==> src/rtl/core/nmso_pkg.sv <==
`default_nettype none
package nmso_pkg;

    // Parameter defaults
    localparam int ROWS_DEF   = 32;
    localparam int TRACKS_DEF = 8;

    // Fixed field widths
    localparam int NOTE_W      = 7;
    localparam int TRACK_W     = 8;
    localparam int TRK_FIELD_W = 3;   // enough for any track index below 8
    localparam int ROW_BITS_W  = 8;

    // Register indexes (paddr[2])
    localparam logic REG_NOTE_OFFSET = 1'b0;
    localparam logic REG_METRONOME   = 1'b1;

    // Input command codes
    typedef enum logic [2:0] {
        CMD_NOTE_ON  = 3'd0,
        CMD_NOTE_OFF = 3'd1,
        CMD_UPDATE   = 3'd2,
        CMD_PANIC    = 3'd3,
        CMD_SILENCE  = 3'd4,
        CMD_CLICK    = 3'd5
    } cmd_t;

    // Result kinds
    typedef enum logic [1:0] {
        KIND_SHIFT = 2'd0,
        KIND_LATCH = 2'd1,
        KIND_CLICK = 2'd2
    } kind_t;

    // Work handed from front to back
    typedef enum logic [2:0] {
        OP_SET,
        OP_CLR,
        OP_UPDATE,
        OP_PANIC,
        OP_SILENCE,
        OP_CLICK
    } op_t;

    typedef struct packed {
        op_t                    op;
        logic [NOTE_W-1:0]      row;
        logic [TRK_FIELD_W-1:0] trk;
    } entry_t;

    // Back-end sequencer states
    typedef enum logic [2:0] {
        B_IDLE,
        B_NOTE_RD,
        B_NOTE_WR,
        B_WALK_RD,
        B_WALK_PUT,
        B_LATCH,
        B_CLICK
    } back_state_t;

endpackage
`default_nettype wire

==> src/rtl/core/nmso_front.sv <==
`default_nettype none
module nmso_front #(
    parameter int ROWS   = nmso_pkg::ROWS_DEF,
    parameter int TRACKS = nmso_pkg::TRACKS_DEF
) (
    input  wire logic [2:0]                   command,
    input  wire logic [nmso_pkg::TRACK_W-1:0] track,
    input  wire logic [nmso_pkg::NOTE_W-1:0]  note,
    input  wire logic [nmso_pkg::NOTE_W-1:0]  note_offset,
    input  wire logic                         metronome_enable,
    output nmso_pkg::entry_t                  entry,
    output logic                              entry_keep
);

    logic [nmso_pkg::NOTE_W:0] diff;
    logic                      note_ok;

    // Shifted note and range checks
    assign diff    = {1'b0, note} - {1'b0, note_offset};
    assign note_ok = !diff[nmso_pkg::NOTE_W]
                     && (diff[nmso_pkg::NOTE_W-1:0] < nmso_pkg::NOTE_W'(ROWS))
                     && (track < nmso_pkg::TRACK_W'(TRACKS));

    // Classify the beat; dropped beats never reach the queue
    always_comb
    begin
        entry.row  = diff[nmso_pkg::NOTE_W-1:0];
        entry.trk  = track[nmso_pkg::TRK_FIELD_W-1:0];
        entry.op   = nmso_pkg::OP_UPDATE;
        entry_keep = 1'b0;
        case (nmso_pkg::cmd_t'(command))
            nmso_pkg::CMD_NOTE_ON:
            begin
                entry.op   = nmso_pkg::OP_SET;
                entry_keep = note_ok;
            end
            nmso_pkg::CMD_NOTE_OFF:
            begin
                entry.op   = nmso_pkg::OP_CLR;
                entry_keep = note_ok;
            end
            nmso_pkg::CMD_UPDATE:
            begin
                entry.op   = nmso_pkg::OP_UPDATE;
                entry_keep = 1'b1;
            end
            nmso_pkg::CMD_PANIC:
            begin
                entry.op   = nmso_pkg::OP_PANIC;
                entry_keep = 1'b1;
            end
            nmso_pkg::CMD_SILENCE:
            begin
                entry.op   = nmso_pkg::OP_SILENCE;
                entry_keep = 1'b1;
            end
            nmso_pkg::CMD_CLICK:
            begin
                entry.op   = nmso_pkg::OP_CLICK;
                entry_keep = metronome_enable;
            end
            default:
            begin
                entry_keep = 1'b0;
            end
        endcase
    end

endmodule
`default_nettype wire

==> src/rtl/core/nmso_fifo.sv <==
`default_nettype none
module nmso_fifo (
    input  wire logic             clk,
    input  wire logic             rst_n,
    input  wire logic             push,
    input  wire nmso_pkg::entry_t push_data,
    input  wire logic             pop,
    output nmso_pkg::entry_t      head,
    output logic                  full,
    output logic                  empty
);

    nmso_pkg::entry_t buf_reg [2];
    logic             wr_ptr_reg;
    logic             rd_ptr_reg;
    logic [1:0]       cnt_reg;

    assign full  = (cnt_reg == 2'd2);
    assign empty = (cnt_reg == 2'd0);
    assign head  = buf_reg[rd_ptr_reg];

    // Pointers and fill count
    always_ff @(posedge clk or negedge rst_n)
    begin
        if (!rst_n)
        begin
            wr_ptr_reg <= 1'b0;
            rd_ptr_reg <= 1'b0;
            cnt_reg    <= 2'd0;
        end
        else
        begin
            if (push)
                wr_ptr_reg <= ~wr_ptr_reg;
            if (pop)
                rd_ptr_reg <= ~rd_ptr_reg;
            case ({push, pop})
                2'b10:   cnt_reg <= cnt_reg + 2'd1;
                2'b01:   cnt_reg <= cnt_reg - 2'd1;
                default: cnt_reg <= cnt_reg;
            endcase
        end
    end

    // Entry storage
    always_ff @(posedge clk)
    begin
        if (push)
            buf_reg[wr_ptr_reg] <= push_data;
    end

endmodule
`default_nettype wire

==> src/rtl/core/nmso_back.sv <==
`default_nettype none
module nmso_back #(
    parameter int ROWS   = nmso_pkg::ROWS_DEF,
    parameter int TRACKS = nmso_pkg::TRACKS_DEF
) (
    input  wire logic                            clk,
    input  wire logic                            rst_n,
    input  wire nmso_pkg::entry_t                head,
    input  wire logic                            empty,
    output logic                                 pop,
    output logic                                 out_valid,
    input  wire logic                            out_stall,
    output logic [1:0]                           kind,
    output logic [nmso_pkg::ROW_BITS_W-1:0]      row_bits,
    output logic                                 last
);

    localparam int RW = (ROWS > 1) ? $clog2(ROWS) : 1;
    localparam int TW = (TRACKS > 1) ? $clog2(TRACKS) : 1;

    nmso_pkg::back_state_t state_reg, state_next;
    nmso_pkg::op_t         op_reg;
    logic [RW-1:0]         row_reg;
    logic [TW-1:0]         trk_reg;
    logic [RW-1:0]         cnt_reg, cnt_next;

    // Matrix storage with per-row valid bits
    logic [TRACKS-1:0]     row_mem_reg [ROWS];
    logic [ROWS-1:0]       valid_reg;
    logic [TRACKS-1:0]     rd_data_reg;
    logic                  rd_valid_reg;
    logic [TRACKS-1:0]     cur_row;

    // Output register
    logic                  out_valid_reg;
    nmso_pkg::kind_t       kind_reg, kind_next;
    logic [nmso_pkg::ROW_BITS_W-1:0] bits_reg, bits_next;
    logic                  last_reg, last_next;
    logic                  out_load;
    logic                  out_free;

    logic                  rd_en;
    logic [RW-1:0]         rd_addr;
    logic                  wr_en;
    logic [TRACKS-1:0]     wr_data;
    logic                  clr_all;
    logic [TRACKS-1:0]     bit_mask;

    assign out_free  = !out_valid_reg || !out_stall;
    assign cur_row   = rd_valid_reg ? rd_data_reg : '0;
    assign bit_mask  = TRACKS'(1) << trk_reg;
    assign out_valid = out_valid_reg;
    assign kind      = kind_reg;
    assign row_bits  = bits_reg;
    assign last      = last_reg;

    // Sequencer
    always_comb
    begin
        state_next = state_reg;
        cnt_next   = cnt_reg;
        pop        = 1'b0;
        rd_en      = 1'b0;
        rd_addr    = cnt_reg;
        wr_en      = 1'b0;
        wr_data    = cur_row;
        clr_all    = 1'b0;
        out_load   = 1'b0;
        kind_next  = nmso_pkg::KIND_SHIFT;
        bits_next  = '0;
        last_next  = 1'b0;
        case (state_reg)
            nmso_pkg::B_IDLE:
            begin
                if (!empty)
                begin
                    pop      = 1'b1;
                    cnt_next = '0;
                    case (head.op)
                        nmso_pkg::OP_SET,
                        nmso_pkg::OP_CLR:   state_next = nmso_pkg::B_NOTE_RD;
                        nmso_pkg::OP_CLICK: state_next = nmso_pkg::B_CLICK;
                        nmso_pkg::OP_PANIC:
                        begin
                            clr_all    = 1'b1;
                            state_next = nmso_pkg::B_WALK_RD;
                        end
                        default:            state_next = nmso_pkg::B_WALK_RD;
                    endcase
                end
            end
            nmso_pkg::B_NOTE_RD:
            begin
                rd_en      = 1'b1;
                rd_addr    = row_reg;
                state_next = nmso_pkg::B_NOTE_WR;
            end
            nmso_pkg::B_NOTE_WR:
            begin
                wr_en      = 1'b1;
                wr_data    = (op_reg == nmso_pkg::OP_SET) ? (cur_row | bit_mask)
                                                           : (cur_row & ~bit_mask);
                state_next = nmso_pkg::B_IDLE;
            end
            nmso_pkg::B_WALK_RD:
            begin
                rd_en      = 1'b1;
                rd_addr    = cnt_reg;
                state_next = nmso_pkg::B_WALK_PUT;
            end
            nmso_pkg::B_WALK_PUT:
            begin
                if (out_free)
                begin
                    out_load  = 1'b1;
                    kind_next = nmso_pkg::KIND_SHIFT;
                    bits_next = (op_reg == nmso_pkg::OP_SILENCE) ? '0
                              : nmso_pkg::ROW_BITS_W'(cur_row);
                    if (cnt_reg == RW'(ROWS - 1))
                        state_next = nmso_pkg::B_LATCH;
                    else
                    begin
                        cnt_next   = cnt_reg + RW'(1);
                        state_next = nmso_pkg::B_WALK_RD;
                    end
                end
            end
            nmso_pkg::B_LATCH:
            begin
                if (out_free)
                begin
                    out_load   = 1'b1;
                    kind_next  = nmso_pkg::KIND_LATCH;
                    last_next  = 1'b1;
                    state_next = nmso_pkg::B_IDLE;
                end
            end
            nmso_pkg::B_CLICK:
            begin
                if (out_free)
                begin
                    out_load   = 1'b1;
                    kind_next  = nmso_pkg::KIND_CLICK;
                    last_next  = 1'b1;
                    state_next = nmso_pkg::B_IDLE;
                end
            end
            default:
            begin
                state_next = nmso_pkg::B_IDLE;
            end
        endcase
    end

    // Control state
    always_ff @(posedge clk or negedge rst_n)
    begin
        if (!rst_n)
        begin
            state_reg     <= nmso_pkg::B_IDLE;
            cnt_reg       <= '0;
            valid_reg     <= '0;
            out_valid_reg <= 1'b0;
        end
        else
        begin
            state_reg <= state_next;
            cnt_reg   <= cnt_next;
            if (clr_all)
                valid_reg <= '0;
            else if (wr_en)
                valid_reg[row_reg] <= 1'b1;
            if (out_load)
                out_valid_reg <= 1'b1;
            else if (!out_stall)
                out_valid_reg <= 1'b0;
        end
    end

    // Payload registers
    always_ff @(posedge clk)
    begin
        if (pop)
        begin
            op_reg  <= head.op;
            row_reg <= head.row[RW-1:0];
            trk_reg <= head.trk[TW-1:0];
        end
        if (out_load)
        begin
            kind_reg <= kind_next;
            bits_reg <= bits_next;
            last_reg <= last_next;
        end
    end

    // Matrix memory, registered read
    always_ff @(posedge clk)
    begin
        if (wr_en)
            row_mem_reg[row_reg] <= wr_data;
        if (rd_en)
        begin
            rd_data_reg  <= row_mem_reg[rd_addr];
            rd_valid_reg <= valid_reg[rd_addr];
        end
    end

endmodule
`default_nettype wire

==> src/rtl/core/note_matrix_shift_out_top.sv <==
// Note matrix driving a chain of shift registers.
// Input channel (in_valid / in_stall) carries command, track and note beats.
// Note-on/off set or clear one bit at row note - note_offset, column track;
// out-of-range notes or tracks, unknown commands and clicks with the
// metronome off are dropped at the front and produce no result.
// Output channel (out_valid / out_stall) carries kind, row_bits and last.
// Update, panic and silence produce ROWS shift beats (row 0 first) and a
// latch beat with last set; an enabled click gives one buzzer beat.
// Accepted beats go through a two-entry queue, so the input is stalled only
// when that queue is full. A note command costs the back end one matrix read
// and one write; a row walk outputs every row and then the latch beat, and a
// click loads one beat; each row costs one matrix read and one output load.
// With the back end idle and the output free, a walk pops, reads row 0 and
// registers it; a click pops and registers its beat. A stalled output holds
// its beat and pauses the walk; the queue keeps filling meanwhile. Reset
// clears the matrix (per-row valid bits), note_offset and metronome_enable.
// Registers are to be written over the APB port only while idle; the block
// itself does not enforce this.
`default_nettype none
module note_matrix_shift_out_top #(
    parameter int ROWS   = nmso_pkg::ROWS_DEF,
    parameter int TRACKS = nmso_pkg::TRACKS_DEF
) (
    input  wire logic                             clk,
    input  wire logic                             rst_n,
    // APB configuration
    input  wire logic                             psel,
    input  wire logic                             penable,
    input  wire logic                             pwrite,
    input  wire logic [2:0]                       paddr,
    input  wire logic [31:0]                      pwdata,
    output logic [31:0]                           prdata,
    output logic                                  pready,
    // Input channel
    input  wire logic                             in_valid,
    output logic                                  in_stall,
    input  wire logic [2:0]                       command,
    input  wire logic [nmso_pkg::TRACK_W-1:0]     track,
    input  wire logic [nmso_pkg::NOTE_W-1:0]      note,
    // Output channel
    output logic                                  out_valid,
    input  wire logic                             out_stall,
    output logic [1:0]                            kind,
    output logic [nmso_pkg::ROW_BITS_W-1:0]       row_bits,
    output logic                                  last
);

    logic [nmso_pkg::NOTE_W-1:0] note_offset_reg;
    logic                        metronome_reg;
    logic                        cfg_wr;

    nmso_pkg::entry_t            entry;
    logic                        entry_keep;
    nmso_pkg::entry_t            head;
    logic                        q_full;
    logic                        q_empty;
    logic                        q_pop;
    logic                        q_push;

    // Configuration registers
    assign pready = 1'b1;
    assign cfg_wr = psel && penable && pwrite;

    always_ff @(posedge clk or negedge rst_n)
    begin
        if (!rst_n)
        begin
            note_offset_reg <= '0;
            metronome_reg   <= 1'b0;
        end
        else if (cfg_wr)
        begin
            case (paddr[2])
                nmso_pkg::REG_NOTE_OFFSET:
                    note_offset_reg <= pwdata[nmso_pkg::NOTE_W-1:0];
                nmso_pkg::REG_METRONOME:
                    metronome_reg <= pwdata[0];
                default:
                    metronome_reg <= metronome_reg;
            endcase
        end
    end

    always_comb
    begin
        case (paddr[2])
            nmso_pkg::REG_NOTE_OFFSET: prdata = 32'(note_offset_reg);
            nmso_pkg::REG_METRONOME:   prdata = 32'(metronome_reg);
            default:                   prdata = '0;
        endcase
    end

    // Front: classify and drop
    assign in_stall = q_full;
    assign q_push   = in_valid && !q_full && entry_keep;

    nmso_front #(
        .ROWS   (ROWS),
        .TRACKS (TRACKS)
    ) u_front (
        .command          (command),
        .track            (track),
        .note             (note),
        .note_offset      (note_offset_reg),
        .metronome_enable (metronome_reg),
        .entry            (entry),
        .entry_keep       (entry_keep)
    );

    nmso_fifo u_fifo (
        .clk       (clk),
        .rst_n     (rst_n),
        .push      (q_push),
        .push_data (entry),
        .pop       (q_pop),
        .head      (head),
        .full      (q_full),
        .empty     (q_empty)
    );

    // Back: matrix and result sequencing
    nmso_back #(
        .ROWS   (ROWS),
        .TRACKS (TRACKS)
    ) u_back (
        .clk       (clk),
        .rst_n     (rst_n),
        .head      (head),
        .empty     (q_empty),
        .pop       (q_pop),
        .out_valid (out_valid),
        .out_stall (out_stall),
        .kind      (kind),
        .row_bits  (row_bits),
        .last      (last)
    );

endmodule
`default_nettype wire
==> config.mk <==
export PLATFORM = sky130hd
export DESIGN_NAME = note_matrix_shift_out_top
export DESIGN_NICKNAME = d
export VERILOG_FILES = /design/src/rtl/core/nmso_pkg.sv /design/src/rtl/core/nmso_front.sv /design/src/rtl/core/nmso_fifo.sv /design/src/rtl/core/nmso_back.sv /design/src/rtl/core/note_matrix_shift_out_top.sv
export SDC_FILE = /design/constraint.sdc
export NUM_CORES = 1
export LEC_CHECK = 0
export BUFFER_PORTS_ARGS = -buffer_cell sky130_fd_sc_hd__buf_4
export CAP_MARGIN = 40
export CORE_MARGIN = 10
export CORE_UTILIZATION = 38
export DETAILED_ROUTE_END_ITERATION = 12
export PLACE_DENSITY = 0.56
export RECOVER_POWER = 100
export SKIP_CTS_REPAIR_TIMING = 1
export SLEW_MARGIN = 20
export SYNTH_ARGS = -nofsm -noshare
export SYNTH_HDL_FRONTEND = slang
export SYNTH_HIERARCHICAL = 1
export SYNTH_SLANG_ARGS = --single-unit
==> constraint.sdc <==
create_clock -name clk -period 4.17 [get_ports clk]
set_input_delay 0.6255 -clock clk [delete_from_list [all_inputs] [get_ports clk]]
set_output_delay 0.6255 -clock clk [all_outputs]
set_load 0.03 [all_outputs]
==> flow_metrics.py, run 1 <==
metrics = {
    "outcome": {
        "outcome": "finished with violations",
        "violations": "capacitance limit, slew limit",
    },
    "layout": {
        "nNetsFinal": 1380,
        "syn2layout_area_growth_pct": 14.1,
        "stdcell_count": 1925,
        "nFillCells": 3948,
        "drive_gt1_share_pct": 15.4,
        "diodes": 0,
        "largest_reg_flops": 256,
    },
    "grt": {
        "use_met1_pct": 21.9,
        "grt_pass1_wl_mm": 66.5,
        "antenna_found_initial": 1,
        "grt_overflow": 0,
        "grtUsageMet3_pct": 3.16,
        "met2_usage_pct": 27.0,
        "grtUsageTotal_pct": 16.7,
        "grt_max_degree": 68,
        "grt_pass1_vias": 10521,
        "grt-busiest-layer": "met2",
    },
    "timing": {
        "min_period_ns": 3.62,
        "max_freq_mhz": 276,
        "setup_slack_ns": 0.551,
        "max-slew-margin-rel_pct": -27.8,
        "setup_viol": 0,
        "tns_ns": 0,
        "finalHoldViolCount": 0,
        "timing.hold.ws_ns": 0.302,
        "tightest_slew_ns": 1.92,
        "final.setup_skew_ns": 0.0140,
        "finalCritPeriodShare_pct": 86.8,
        "rsz0062_at_grt": "false",
        "slew_violations": 180,
    },
    "detailed_routing": {
        "vias": 10588,
        "drtIter0Drc": 1148,
        "wl_mm": 44.8,
        "via_per_inst": 5.50,
        "wl_per_cell_microns": 23.3,
        "route.detailed.drc": 0,
        "postRouteAntennaNets": 0,
        "firstDrtPassIters": 5,
    },
    "logic_synthesis": {
        "avgSynthCellArea_sq_um": 13.6,
        "synthCells": 1210,
        "synth_area_sq_mm": 0.0164,
        "yosys_warnings": 6,
    },
    "critical_path": {
        "start_kind": "flip-flop",
        "r2r_setup_slack_ns": 0.55,
        "r2r_cells": 9,
        "cp.arrival_ns": 4.03,
        "path_class": "reg -> reg",
        "cp-end-kind": "flip-flop",
        "r2r-end": "u_back/rd_data_reg[3]",
        "worstSetupStartpoint": "u_back/state_reg[0]",
        "worst-path-max-fanout": 19,
        "critPathTopFamily": "simple AND/OR/NAND/NOR gates",
        "path_buf_inv": 3,
        "required_ns": 4.58,
        "crit_top_cell": "clkbuf_1",
        "crit_slowest_cell": "a21o_2",
        "cp_num_cells": 9,
        "path_cells": "clkbuf_1 > and4bb_1 > a21o_2 > clkbuf_1 > nand2_1 > a32oi_1 > nand4_1 > nor4_1 > buf_4",
        "r2r_start": "u_back/state_reg[0]",
        "critPathMaxStageDelay_ns": 0.53,
    },
    "power": {
        "switching_share_pct": 35.6,
        "power.total_mw": 12.7,
        "max-vdd-ir-drop_mv": 0.371,
        "seqPwrFrac_pct": 41.1,
        "p_leak_nw": 6.51,
        "power_density_mw_per_mm2": 679,
        "combPwrFrac_pct": 32.4,
        "p_int_mw": 8.19,
        "p_clk_share_pct": 26.5,
        "power.switching_mw": 4.53,
    },
    "placement": {
        "dpl_worst_slack_ns": 0.787,
        "gp_congestion": 0.884,
        "hpwl_mm": 29.9,
        "io_buffers": 52,
        "placed_cells": 1844,
    },
    "worst_hold_path": {
        "min_path_cells": 1,
        "hp-class": "in -> reg",
        "min_to": "u_fifo/buf_reg[0][1]",
        "hold_start": "track[1]",
    },
    "die": {
        "core-area_sq_mm": 0.0429,
        "die_area_sq_mm": 0.0519,
        "io_pins": 106,
        "die_w_microns": 228,
        "placementRows": 76,
        "initial_utilization_pct": 38.3,
        "dieHeight_microns": 228,
    },
    "clocking": {
        "clockBufferDepth": 3,
        "clockRootBuffer": "clkbuf_16",
        "cts_buffers": 39,
        "htree_levels": 2,
        "clk_latency_ns": 0.54,
        "cts_tree": "done",
        "clock-sinks": 362,
        "clk_transition_reported_paths_ns": 0.06,
    },
    "job": {
        "drv_cap": 6,
    },
}
-- layout make-up --
class	instances	area (sq um)	share of cell area, %
Inverter	15	56.3	0.301
Tap cell	585	732	3.91
Timing Repair Buffer	127	763	4.08
Sequential cell	362	10600	56.6
Clock buffer	57	1140	6.07
Clock inverter	15	118	0.628
Multi-Input combinational cell	764	5320	28.4
-- placed cells by master, fill, tap and decap left out, drive strengths merged, types with 11 or more instances in the layout --
| cell | n |
|---|---|
| nand3 | 45 |
| dfrtp | 53 |
| edfxtp | 309 |
| clkbuf | 130 |
| buf | 53 |
| nor2 | 94 |
| a32oi | 26 |
| mux4 | 46 |
| conb | 26 |
| nand2 | 171 |
| mux2 | 26 |
| o21ai | 41 |
| nand3b | 12 |
| mux2i | 39 |
| a21oi | 40 |
| inv | 16 |
| nand4 | 11 |
| o21a | 34 |
-- stage by stage --
stage	util [%]	instance area (sq um)
final	43.7	18700
after global routing	43.7	18700
after CTS	44.3	19000
after detailed placement	41.4	17700
after global placement	41.0	17600
after floorplan	-	16500
-- worst reg2reg max path: cells and delay by family, from the launching register on --
| family | cells | cell delay [ns] |
|---|---|---|
| simple gates | 4 | 1.14 |
| compound gates | 2 | 0.96 |
| flops | 1 | 0.34 |
| buf+inv | 3 | 1.06 |
-- routing by layer --
| metal | part of all wire [%] | wire, microns | vias to the layer above |
|---|---|---|---|
| li1 | - | - | 4755 |
| met1 | 43 | 19000 | 5355 |
| met2 | 48 | 21300 | 389 |
| met5 | 0 | 0 | - |
| met3 | 6.5 | 2930 | 89 |
| met4 | 3.3 | 1460 | 0 |
-- power by group through the flow --
stage	registers [mW]	clock network (mW)	logic, mW
3_5_place_dp	5.28	0	4.29
2_1_floorplan	5.18	0	2.67
6_report	5.23	3.37	4.12
4_1_cts	5.21	3.43	4.31
5_1_grt	5.29	3.57	4.42
3_3_place_gp	5.26	0	4.15
-- worst max-delay path by stage --
stage / slack (ns) / to
6_report: 0.55 / u_back/rd_data_reg[3]
5_1_grt: 0.37 / u_back/rd_data_reg[3]
4_1_cts: 0.80 / u_back/rd_data_reg[6]
3_5_place_dp: 0.79 / u_fifo/buf_reg[1][5]
3_3_place_gp: 0.81 / u_fifo/buf_reg[1][5]
2_1_floorplan: 1.04 / u_fifo/buf_reg[0][0]
(Power assumes the default switching activity.)
==> run 2, diff against run 1 <==
--- a/config.mk
+++ b/config.mk
@@ -11,10 +11,8 @@
 export CORE_UTILIZATION = 38
 export DETAILED_ROUTE_END_ITERATION = 12
 export PLACE_DENSITY = 0.56
-export RECOVER_POWER = 100
 export SKIP_CTS_REPAIR_TIMING = 1
 export SLEW_MARGIN = 20
 export SYNTH_ARGS = -nofsm -noshare
 export SYNTH_HDL_FRONTEND = slang
-export SYNTH_HIERARCHICAL = 1
 export SYNTH_SLANG_ARGS = --single-unit
==> flow_metrics.py, run 2 <==
metrics = {
    "critical_path": {
        "crit_slowest_cell": "or3b_4",
        "r2r_cells": 7,
        "path_cells": "or3b_4 > mux2_4 > buf_4 > mux2i_1 > a32oi_1 > nand4_1 > nor3_1",
        "cp.arrival_ns": 3.71,
        "critPathMaxStageDelay_ns": 0.63,
        "required_ns": 4.53,
        "path_class": "reg -> reg",
        "worstSetupStartpoint": "u_back.state_reg[1]",
        "r2r_setup_slack_ns": 0.81,
        "start_kind": "flip-flop",
        "cp-end-kind": "flip-flop",
        "r2r_start": "u_back.state_reg[1]",
        "worst-path-max-fanout": 29,
    },
    "logic_synthesis": {
        "avgSynthCellArea_sq_um": 14.4,
        "yosys.area.top_type": "edfxtp_1",
        "synth_area_leaders": "edfxtp_1, dfrtp_1, mux4_2, mux2i_1, nand2_1",
        "synthFlopType": "edfxtp_1",
        "ys_seq_area_share_pct": 66.7,
        "synth_cell_types": 62,
        "yosys_warnings": 0,
        "netlist_top_cells_count": "edfxtp_1, nand2_1, nor2_1",
        "synth-seq-cells": 362,
        "synth.most_common_cell": "edfxtp_1",
        "synthCells": 1102,
        "synth_top_area_share_pct": 58.4,
        "synth_edf_count": 309,
        "synth_area_sq_mm": 0.0159,
        "ys_async_sr_fraction_pct": 14.6,
    },
    "placement": {
        "hpwl_mm": 25.2,
        "io_buffers": 52,
        "gp_congestion": 0.790,
    },
    "layout": {
        "syn2layout_area_growth_pct": 16.3,
        "final_core_util_pct": 45.0,
        "largest_reg_flops": 256,
        "nNetsFinal": 1275,
        "drive_gt1_share_pct": 21.2,
        "diodes": 0,
        "mostFrequentLayoutCell": "edfxtp_1",
        "layout_common_cells": "edfxtp_1, nand2_1, buf_4, nor2_1",
    },
    "die": {
        "die_w_microns": 225,
        "core-area_sq_mm": 0.0411,
        "io_pins": 106,
        "dieHeight_microns": 225,
        "initial_utilization_pct": 38.7,
        "die_area_sq_mm": 0.0504,
        "placementRows": 74,
    },
    "job": {
        "drv_cap": 0,
    },
    "outcome": {
        "outcome": "finished clean",
    },
    "timing": {
        "final.setup_skew_ns": 0.0207,
        "max-slew-margin-rel_pct": 46.8,
        "finalHoldViolCount": 0,
        "finalCritPeriodShare_pct": 80.5,
        "max_freq_mhz": 298,
        "min_period_ns": 3.36,
        "setup_viol": 0,
        "tightest_slew_ns": 0.796,
        "slew_violations": 0,
        "rsz0062_at_grt": "false",
        "tns_ns": 0,
    },
    "grt": {
        "grt_overflow": 0,
        "grt_pass1_vias": 9658,
        "grt_pass1_wl_mm": 59.2,
        "antenna_found_initial": 0,
        "grtUsageTotal_pct": 15.3,
        "grt_max_degree": 54,
    },
    "detailed_routing": {
        "postRouteAntennaNets": 0,
        "wl_per_cell_microns": 22.0,
        "route.detailed.drc": 0,
        "via_per_inst": 5.38,
        "firstDrtPassIters": 5,
        "wl_mm": 38.9,
        "drtIter0Drc": 719,
        "vias": 9503,
    },
    "power": {
        "max-vdd-ir-drop_mv": 0.332,
        "power_density_mw_per_mm2": 686,
        "p_leak_nw": 6.50,
    },
    "worst_hold_path": {
        "hp-class": "in -> reg",
        "hold_start": "track[2]",
        "min_path_cells": 1,
    },
    "clocking": {
        "clk_latency_ns": 0.53,
        "clk_transition_reported_paths_ns": 0.06,
        "clockBufferDepth": 3,
        "clock-sinks": 362,
        "cts_buffers": 40,
        "cts_tree": "done",
        "htree_levels": 2,
        "clockRootBuffer": "clkbuf_16",
    },
}
[run 2: routing by layer]
layer  routed length (microns)  vias to the layer above  global-route usage, %  share of wire (%)
met5                         0                        -                      0                  0
met4                      1000                        0                   5.26                2.6
met3                      1680                       58                   2.24                4.3
met2                     18800                      237                   25.1                 48
met1                     17500                     4826                   20.6                 45
li1                          -                     4382                      -                  -
[run 2: critical path, delay by kind of cell, from the launching register on]
family                 cells  cell delay, ns
buffers and inverters      1            0.47
flip-flops                 1            0.50
AO/OA/AOI/OAI              1            0.29
multiplexers               2            0.71
AND/OR/NAND/NOR            3            1.17
[run 2: cell type report]
type | instances | area [sq um]
Timing Repair Buffer | 118 | 963
Inverter | 15 | 56.3
Fill cell | 3691 | 22600
Sequential cell | 362 | 10600
Multi-Input combinational cell | 667 | 4910
Clock buffer | 56 | 1110
Tap cell | 532 | 666
Clock inverter | 16 | 181
[run 2: final timing paths]
path                                          to
setup reg to reg           u_back.rd_data_reg[1]
min in group asynchronous     note_offset_reg[6]
max in group asynchronous    u_back.state_reg[2]
setup / recovery           u_back.rd_data_reg[1]
hold reg to reg                u_fifo.wr_ptr_reg
hold / removal              u_fifo.buf_reg[1][2]
[run 2: metrics by stage]
stage / instances / area, sq um / power (mW) / hold slack (ns) / worst slack, ns
final: 1766 / 18500 / 12.7 / 0.298 / 0.813
after global routing: 1766 / 18500 / 13.3 / 0.283 / 0.695
after CTS: 1755 / 18400 / 12.8 / 0.188 / 0.833
after detailed placement: 1683 / 17100 / 9.34 / 0.477 / 0.844
after global placement: 1657 / 16900 / 9.20 / 0.467 / 0.603
after floorplan: 1126 / 16000 / 7.82 / 0.330 / 0.917
[run 2: cell families (layout without fill, tap and decap cells)]
family          count (synthesis)  after routing  synth area share (%)
buf+inv                        97            205                  3.36
flops                         362            362                  66.7
fa+ha+maj                      11             11                 0.913
xor+xnor                        9              9                 0.496
mux                           121            121                  11.1
other cells                     2             26                0.0472
simple gates                  304            304                  8.66
compound gates                196            196                  8.69
[run 2: power by group]
part	internal, mW	switching (mW)
Combinational	1.47	2.62
Clock	2.11	1.36
Sequential	4.84	0.299
Total	8.41	4.28
